[config.mk]
export PLATFORM = sky130hd
export DESIGN_NAME = nearest_neighbor_scale_address_unit
export DESIGN_NICKNAME = d
export VERILOG_FILES = /design/src/hdl/nnsa_pkg.sv /design/src/hdl/nearest_neighbor_scale_address_unit.sv
export SDC_FILE = /design/constraint.sdc
export NUM_CORES = 2
export LEC_CHECK = 0
export BUFFER_PORTS_ARGS = -buffer_cell sky130_fd_sc_hd__buf_2
export CORE_MARGIN = 4
export CORE_UTILIZATION = 40
export CTS_BUF_LIST = sky130_fd_sc_hd__clkbuf_4 sky130_fd_sc_hd__clkbuf_8 sky130_fd_sc_hd__clkbuf_16
export DETAILED_ROUTE_END_ITERATION = 6
export GPL_TIMING_DRIVEN = 0
export HOLD_SLACK_MARGIN = 0.03
export SETUP_SLACK_MARGIN = 0.1
export SLEW_MARGIN = 20
export SYNTH_ARGS = -nofsm -noshare
export SYNTH_HDL_FRONTEND = slang
export SYNTH_SLANG_ARGS = --single-unit
[constraint.sdc]
create_clock -name clk_i -period 27.8 [get_ports clk_i]
set_input_delay 0 -clock clk_i [delete_from_list [all_inputs] [get_ports clk_i]]
set_output_delay 0 -clock clk_i [all_outputs]
set_load 0.02 [all_outputs]
[src/hdl/nnsa_pkg.sv]
// ----------------------------------------------------------------------------
// nnsa_pkg
// Types, constants and helpers for the nearest-neighbor scale address unit.
// ----------------------------------------------------------------------------
package nnsa_pkg;

  localparam int unsigned MaxDim   = 8192;
  localparam int unsigned RegW     = 14;
  localparam int unsigned CoordW   = 13;
  localparam int unsigned ProdW    = 26;
  localparam int unsigned DivSteps = CoordW;
  localparam int unsigned NumStg   = DivSteps + 1;

  localparam logic [2:0] RegSrcW   = 3'd0;
  localparam logic [2:0] RegSrcH   = 3'd1;
  localparam logic [2:0] RegPlaceX = 3'd2;
  localparam logic [2:0] RegPlaceY = 3'd3;
  localparam logic [2:0] RegRectW  = 3'd4;
  localparam logic [2:0] RegRectH  = 3'd5;
  localparam logic [2:0] RegCanvW  = 3'd6;
  localparam logic [2:0] RegCanvH  = 3'd7;

  // One axis of the restoring divider: partial remainder, unused dividend
  // bits (MSB first) and quotient bits collected so far.
  typedef struct packed {
    logic [RegW-1:0]   rem;
    logic [CoordW-1:0] num;
    logic [CoordW-1:0] quo;
  } div_lane_t;

  typedef struct packed {
    logic [CoordW-1:0] cx;
    logic [CoordW-1:0] cy;
    logic              ok;
    div_lane_t         lx;
    div_lane_t         ly;
  } stage_t;

  function automatic logic [RegW-1:0] clamp_size(input logic [RegW-1:0] v);
    clamp_size = (v > RegW'(MaxDim)) ? RegW'(MaxDim) : v;
  endfunction

  // One quotient bit: shift in the next dividend bit, subtract if it fits.
  function automatic div_lane_t div_step(input div_lane_t l, input logic [RegW-1:0] d);
    logic [RegW:0] t;
    logic          ge;
    div_lane_t     o;
    t  = {l.rem, l.num[CoordW-1]};
    ge = (t >= {1'b0, d});
    o.rem = ge ? RegW'(t - {1'b0, d}) : t[RegW-1:0];
    o.num = {l.num[CoordW-2:0], 1'b0};
    o.quo = {l.quo[CoordW-2:0], ge};
    return o;
  endfunction

endpackage

[src/hdl/nearest_neighbor_scale_address_unit.sv]
// ----------------------------------------------------------------------------
// nearest_neighbor_scale_address_unit
// Canvas and source pixel addresses for nearest-neighbor image scaling.
// ----------------------------------------------------------------------------
// One item per clock when the output side takes one per clock. The entry stage,
// loaded at the accepting edge, forms the products offset * source size, the
// canvas position and the write checks, then a 13-stage restoring divider (one
// quotient bit per stage, both axes in parallel) divides by the rectangle size.
// The pipeline advances as a whole whenever the output register is empty or
// being taken, so s_axis_tready falls only while a result waits. Configuration
// is taken at any time (cfg_ready_o is always high) but must only change while
// the unit is empty. Sizes above 8192 act as 8192. write_enable is 0, and all
// addresses 0, when a size is zero, the offset lies outside the rectangle or the
// canvas position lies off the canvas.
module nearest_neighbor_scale_address_unit (
  input  logic        clk_i,
  input  logic        rst_ni,
  input  logic        cfg_valid_i,
  output logic        cfg_ready_o,
  input  logic [2:0]  cfg_index_i,
  input  logic [13:0] cfg_data_i,
  input  logic        s_axis_tvalid,
  output logic        s_axis_tready,
  input  logic [31:0] s_axis_tdata,  // rect_row[12:0], rect_column[25:13], zero pad
  output logic        m_axis_tvalid,
  input  logic        m_axis_tready,
  output logic [55:0] m_axis_tdata   // canvas_x, canvas_y, sample_x, sample_y,
                                     // write_enable[52], zero pad
);

  localparam int unsigned Last = nnsa_pkg::NumStg - 1;
  localparam int unsigned RW   = nnsa_pkg::RegW;
  localparam int unsigned CW   = nnsa_pkg::CoordW;

  logic [RW-1:0] src_w_q, src_h_q, place_x_q, place_y_q;
  logic [RW-1:0] rect_w_q, rect_h_q, canv_w_q, canv_h_q;

  assign cfg_ready_o = 1'b1;

  always_ff @(posedge clk_i or negedge rst_ni) begin
    if (!rst_ni) begin
      src_w_q   <= '0;
      src_h_q   <= '0;
      place_x_q <= '0;
      place_y_q <= '0;
      rect_w_q  <= '0;
      rect_h_q  <= '0;
      canv_w_q  <= '0;
      canv_h_q  <= '0;
    end else if (cfg_valid_i) begin
      case (cfg_index_i)
        nnsa_pkg::RegSrcW:   src_w_q   <= cfg_data_i;
        nnsa_pkg::RegSrcH:   src_h_q   <= cfg_data_i;
        nnsa_pkg::RegPlaceX: place_x_q <= cfg_data_i;
        nnsa_pkg::RegPlaceY: place_y_q <= cfg_data_i;
        nnsa_pkg::RegRectW:  rect_w_q  <= cfg_data_i;
        nnsa_pkg::RegRectH:  rect_h_q  <= cfg_data_i;
        nnsa_pkg::RegCanvW:  canv_w_q  <= cfg_data_i;
        nnsa_pkg::RegCanvH:  canv_h_q  <= cfg_data_i;
        default: ;
      endcase
    end
  end

  // Clamped sizes.
  logic [RW-1:0] sw, sh, rw, rh, cw, ch;
  assign sw = nnsa_pkg::clamp_size(src_w_q);
  assign sh = nnsa_pkg::clamp_size(src_h_q);
  assign rw = nnsa_pkg::clamp_size(rect_w_q);
  assign rh = nnsa_pkg::clamp_size(rect_h_q);
  assign cw = nnsa_pkg::clamp_size(canv_w_q);
  assign ch = nnsa_pkg::clamp_size(canv_h_q);

  logic adv;
  logic vld_q [nnsa_pkg::NumStg];
  nnsa_pkg::stage_t stg_q [nnsa_pkg::NumStg];
  nnsa_pkg::stage_t stg_d [nnsa_pkg::NumStg];

  assign adv           = !vld_q[Last] || m_axis_tready;
  assign s_axis_tready = adv;

  // Entry stage: products, canvas position, write checks.
  logic [CW-1:0]              row, col;
  logic signed [RW:0]         xs, ys;
  logic [nnsa_pkg::ProdW-1:0] px, py;
  logic                       ok_in;

  assign row = s_axis_tdata[12:0];
  assign col = s_axis_tdata[25:13];

  always_comb begin
    xs = $signed({place_x_q[RW-1], place_x_q}) + $signed({2'b00, col});
    ys = $signed({place_y_q[RW-1], place_y_q}) + $signed({2'b00, row});
    px = nnsa_pkg::ProdW'(col) * nnsa_pkg::ProdW'(sw);
    py = nnsa_pkg::ProdW'(row) * nnsa_pkg::ProdW'(sh);
    ok_in = (sw != '0) && (sh != '0) && (rw != '0) && (rh != '0) &&
            ({1'b0, row} < rh) && ({1'b0, col} < rw) &&
            !xs[RW] && (xs[RW-1:0] < cw) &&
            !ys[RW] && (ys[RW-1:0] < ch);

    stg_d[0].cx     = xs[CW-1:0];
    stg_d[0].cy     = ys[CW-1:0];
    stg_d[0].ok     = ok_in;
    stg_d[0].lx.rem = {1'b0, px[nnsa_pkg::ProdW-1:CW]};
    stg_d[0].lx.num = px[CW-1:0];
    stg_d[0].lx.quo = '0;
    stg_d[0].ly.rem = {1'b0, py[nnsa_pkg::ProdW-1:CW]};
    stg_d[0].ly.num = py[CW-1:0];
    stg_d[0].ly.quo = '0;

    // Divider stages, one quotient bit each.
    for (int k = 1; k < nnsa_pkg::NumStg; k++) begin
      stg_d[k]    = stg_q[k-1];
      stg_d[k].lx = nnsa_pkg::div_step(stg_q[k-1].lx, rw);
      stg_d[k].ly = nnsa_pkg::div_step(stg_q[k-1].ly, rh);
    end
  end

  always_ff @(posedge clk_i or negedge rst_ni) begin
    if (!rst_ni) begin
      for (int k = 0; k < nnsa_pkg::NumStg; k++) vld_q[k] <= 1'b0;
    end else if (adv) begin
      vld_q[0] <= s_axis_tvalid;
      for (int k = 1; k < nnsa_pkg::NumStg; k++) vld_q[k] <= vld_q[k-1];
    end
  end

  always_ff @(posedge clk_i) begin
    if (adv) begin
      for (int k = 0; k < nnsa_pkg::NumStg; k++) stg_q[k] <= stg_d[k];
    end
  end

  // Quotient < source size whenever the offset is inside the rectangle,
  // so no clamp is needed on written items.
  logic we;
  assign we            = stg_q[Last].ok;
  assign m_axis_tvalid = vld_q[Last];
  assign m_axis_tdata  = we ? {3'b000, 1'b1, stg_q[Last].ly.quo, stg_q[Last].lx.quo,
                                stg_q[Last].cy, stg_q[Last].cx}
                            : '0;

  a_last_fed: assert property (@(posedge clk_i) disable iff (!rst_ni)
    $rose(vld_q[Last]) |-> $past(vld_q[Last-1]))
    else $error("output valid without item in last divider stage");

  a_entry_moves: assert property (@(posedge clk_i) disable iff (!rst_ni)
    (vld_q[0] && adv) |=> vld_q[1])
    else $error("item lost between entry and divider");

  a_stall_hold: assert property (@(posedge clk_i) disable iff (!rst_ni)
    (s_axis_tvalid && !s_axis_tready) |-> m_axis_tvalid)
    else $error("input stalled while output empty");

endmodule

### Yosys cells after proc, flatten, opt, wreduce, memory -nomap -nowiden

Memories as Yosys holds them, arrays and structs flattened.
Index checks and enable logic that the tools add are counted.

| word-level totals | value |
|---|---|
| output and inout port bits | 59 |
| logic and storage cells | 157 |
| bits in registers | 126 |
| memories | 1 |
| memory bits (writable) | 1,498 |

| operators by class | value |
|---|---|
| $add $sub $neg | 28 |
| muxes and demuxes | 35 |
| reduce and logical (&&, ||, !) cells | 26 |
| equality and inequality tests | 7 |
| order comparisons | 36 |
| multipliers | 2 |

Memories:

| name | words | bits a word | rd ports | clocked after Yosys merged registers in | wr ports | RTL line | RTL |
|---|---|---|---|---|---|---|---|
| stg_q | 14 | 107 | 14 | 0 | 14 | nearest_neighbor_scale_address_unit.sv:76 | `nnsa_pkg::stage_t stg_q [nnsa_pkg::NumStg];` |

Operator list:

| kind | number |
|---|---|
| 2-to-1 mux 14 bit | 32 |
| greater-or-equal comparator 15 x 14 -> 1 bit | 26 |
| subtractor 14 bit | 26 |
| greater-than comparator 14 bit (second input constant) | 6 |
| nonzero test 14 bit | 4 |
| 2-to-1 mux 53 bit | 1 |
| multiplier 13 x 14 -> 26 bit | 2 |
| adder 14 x 14 -> 15 bit | 2 |
| < comparator 13 x 14 -> 1 bit | 2 |
| < comparator 14 bit | 2 |
| AND reduction 2 bit | 8 |
| == test 3 bit (second input constant) | 4 |
| logical AND 1 bit | 9 |
| == test 3 x 2 -> 1 bit (second input constant) | 2 |
| == test 3 x 1 -> 1 bit (second input constant) | 1 |
| logical NOT 1 bit | 3 |
| logical NOT 3 bit | 1 |
| 2-to-1 mux 1 bit | 2 |
| logical OR 1 bit | 1 |

### Depth between registers and ports, before layout

| logic depth | value |
|---|---|
| word-level depth | 12 |
| mapped depth | 25 |

### Least setup slack after synthesis

Ideal clock, no wire load.

| timing path | value |
|---|---|
| kind | reg2reg |
| start point | register vld_q (netlist bit m_axis_tvalid) |
| end point | memory stg_q[0][100] (netlist name) (enable) |
| arrival time | 22.265 ns |
| slack | 4.093 ns |
| required time | 26.358 ns |
| period minus slack after synthesis | 23.707 ns |
| path buffers | 2 |
| cell stages (with the launch flop) | 5 |
| cells stage by stage | dfrtp_1 -> nor2b_1 -> clkbuf_1 -> clkbuf_1 -> inv_1 |

RTL lines:

| item | RTL line | RTL |
|---|---|---|
| from (decl) | nearest_neighbor_scale_address_unit.sv:75 | `logic vld_q [nnsa_pkg::NumStg];` |
| to (decl) | nearest_neighbor_scale_address_unit.sv:76 |  |

==> impl_metrics.env <==
export IMPL_synth_seq_area_share_pct=50.64
export IMPL_drive_above_1_share_pct=12.12
export IMPL_h_tree_depth=4
export IMPL_required_ps=28330
export IMPL_fin_area_um2=81260
export IMPL_rr_startpoint="src_w_q[6]"
export IMPL_worst_clock_skew_ps=72.79
export IMPL_crit_type="reg -> reg"
export IMPL_ys_types=79
export IMPL_r2r_slack_ps=20140
export IMPL_rows=155
export IMPL_critPathMaxFanout=10
export IMPL_drt_iter0_markers=2874
export IMPL_rr_worst_depth=23
export IMPL_clk_latency_ps=820
export IMPL_p_total_mw=11.66
export IMPL_cts_path_max_buffers=3
export IMPL_whs_endpoint="stg_q[0][85]"
export IMPL_min_path_cells=3
export IMPL_vias=44529
export IMPL_tns_ps=0
export IMPL_cts_buffers=142
export IMPL_maxCapViolCount=0
export IMPL_setup_viol=0
export IMPL_first_pass_iters=7
export IMPL_synth_top_area_share_pct=46.24
export IMPL_grt_max_degree=110
export IMPL_cp_arrival_ps=8190
export IMPL_routed_wirelength_mm=161.7
export IMPL_hp_class="in -> reg"
export IMPL_cts_root_buf="clkbuf_16"
export IMPL_synthCells=5810
export IMPL_chipHeight_um=431.3
export IMPL_rsz0062_at_grt="false"
export IMPL_grt_pass1_wl_mm=254.0
export IMPL_clkTransAtPathRegs_ps=60
export IMPL_synth_edff_count=1104
export IMPL_power_leakage_nw=32.75
export IMPL_end_kind="flop"
export IMPL_ant_nets=0
export IMPL_status="finished, violations left"
export IMPL_worstReg2RegEnd="stg_q[0][77]"
export IMPL_grt_pass1_vias=45186
export IMPL_avgSynthCellArea_um2=12.34
export IMPL_ys_warn_count=0
export IMPL_final_nets=7042
export IMPL_startpoint_type="flop"
export IMPL_yosys_top_cells_count="edfxtp_1 (1,104), ha_1 (578), inv_1 (499)"
export IMPL_gp_congestion=0.9054
export IMPL_syn_area_um2=71690
export IMPL_place_area_um2=75650
export IMPL_synth_async_reset_ratio_pct=10.24
export IMPL_hold_viol=0
export IMPL_yosysTopAreaCell="edfxtp_1"
export IMPL_violations="design-rule violations"
export IMPL_worst_slew_pin_slew_ps=1161
export IMPL_die_w_um=431.3
export IMPL_min_period_over_period_pct=27.56
export IMPL_grtUsageTotal_pct=17.41
export IMPL_fmax_mhz=130.5
export IMPL_clkSinkCount=1230
export IMPL_yosysMostFrequentCell="edfxtp_1"
export IMPL_coreArea_um2=178400
export IMPL_antenna_found_initial=9
export IMPL_peakVddDrop_mv=0.07519
export IMPL_slew_limit_headroom_pct=22.43
export IMPL_wl_per_cell_um=18.81
export IMPL_drc=2
export IMPL_worstHoldStart="s_axis_tdata[4]"
export IMPL_vias_per_cell=5.179
export IMPL_synth_flop_cell="edfxtp_1"
export IMPL_overflow=0
export IMPL_area_growth_pct=13.35
export IMPL_fin_crit_ps=7662
export IMPL_p_per_area_nw_per_um2=143.4
export IMPL_initial_core_util_pct=40.18
export IMPL_cts_tree="done"
export IMPL_synth_area_leaders="edfxtp_1 (46%), ha_1 (10%), fa_1 (8.0%)"
export IMPL_post_cts_setup_buffers=0
export IMPL_ios=113
export IMPL_io_buffers=102
export IMPL_finalMaxSlewViolations=0
export IMPL_synth_seq_cells=1230
export IMPL_hpwl_mm=115.1
export IMPL_die_area_um2=186100
[how the worst max path moves through the flow]
stage | startpoint | slack [ps] | end
5_1_grt | src_w_q[6] | 19540 | stg_q[0][75]
3_5_place_dp | src_w_q[6] | 20210 | stg_q[0][77]
4_1_cts | src_w_q[6] | 20130 | stg_q[0][77]
3_3_place_gp | m_axis_tvalid | -6220 | s_axis_tready
6_report | src_w_q[6] | 20140 | stg_q[0][77]
2_1_floorplan | m_axis_tvalid | 4090 | stg_q[0][100]
[per-layer routing]
metal | global-route usage (%) | share of wire, % | wire (um) | up-vias
li1 | - | - | - | 21622
met4 | 5.207 | 2.6 | 4185 | 0
met2 | 28.34 | 47 | 75240 | 993
met3 | 2.866 | 4.6 | 7380 | 270
met1 | 24.01 | 46 | 74910 | 21644
met5 | 0 | 0 | 0 | -
[state kept, by name (all words and copies together) (netlist names)]
signal and cells:
src_h_q 14, place_y_q 14, canv_w_q 14, rect_h_q 14, rect_w_q 14, stg_q 1104
m_axis_tvalid 1, canv_h_q 14, src_w_q 14, vld_q 13, place_x_q 14
[worst max-delay path, stage by stage, from the launching register on]
cell and delay (ps):
dfrtp_1 390, nor4_1 350, nand4_1 250, and2_1 240, nor2b_1 510, clkbuf_1 450, nand2_1 140, fa_1 440
fa_1 510, inv_1 40, ha_1 280, ha_1 280, inv_1 60, fa_1 520, inv_1 70, fa_1 490
a211o_1 360, a2111oi_0 700, o31ai_1 220, a21oi_1 320, o21ai_0 160, a41oi_1 310, a21oi_1 120, xor2_1 150
[power breakdown]
group / internal (mW) / switching [mW]
clock network: 1.17 / 0.801
logic: 2.58 / 3.39
registers: 3.38 / 0.344
[placed cells by master, fill, tap and decap left out, drive strengths merged, types with 114 or more instances in the layout]
master,count
mux2,304
o21ai,189
and2,242
clkbuf,258
dfrtp,126
nor2,287
nand2,446
edfxtp,1104
nor2b,114
xnor2,176
ha,578
inv,503
buf,155
a21oi,311
fa,288
[logic make-up after synthesis]
group	count (synthesis)	synth area share [%]
multiplexers	341	5.292
AO/OA/AOI/OAI	971	8.832
flip-flops	1230	50.64
adder cells (fa/ha/maj)	866	18.13
AND/OR/NAND/NOR	1512	10.49
other	2	0.01048
buffers and inverters	626	3.402
XOR/XNOR	262	3.201
[area by class of cell]
cell class / instances / area [um^2]
Tap cell: 2355 / 2947
Clock inverter: 93 / 1305
Fill cell: 16150 / 97160
Sequential cell: 1230 / 36300
Timing Repair Buffer: 166 / 1426
Inverter: 499 / 1881
Buffer: 127 / 568.0
Clock buffer: 168 / 3791
Antenna cell: 4 / 10.01
Multi-Input combinational cell: 3956 / 33030
[timing repair]
item,CTS,global route
gates resized for setup,0,0
hold buffers,49,0
endpoints found under the hold margin,269,0
[per-stage QoR]
step	hold WS, ps	utilization [%]	setup slack, ps	std cells
2_1_floorplan	-295.6	-	4093	5812
3_3_place_gp	239.3	42.12	-6216	8269
3_5_place_dp	-121.3	42.40	20210	8284
4_1_cts	30.20	45.54	20130	8594
5_1_grt	57.15	45.54	19540	8596
6_report	102.0	45.54	20140	8598
Power figures use the tool's default switching activity.
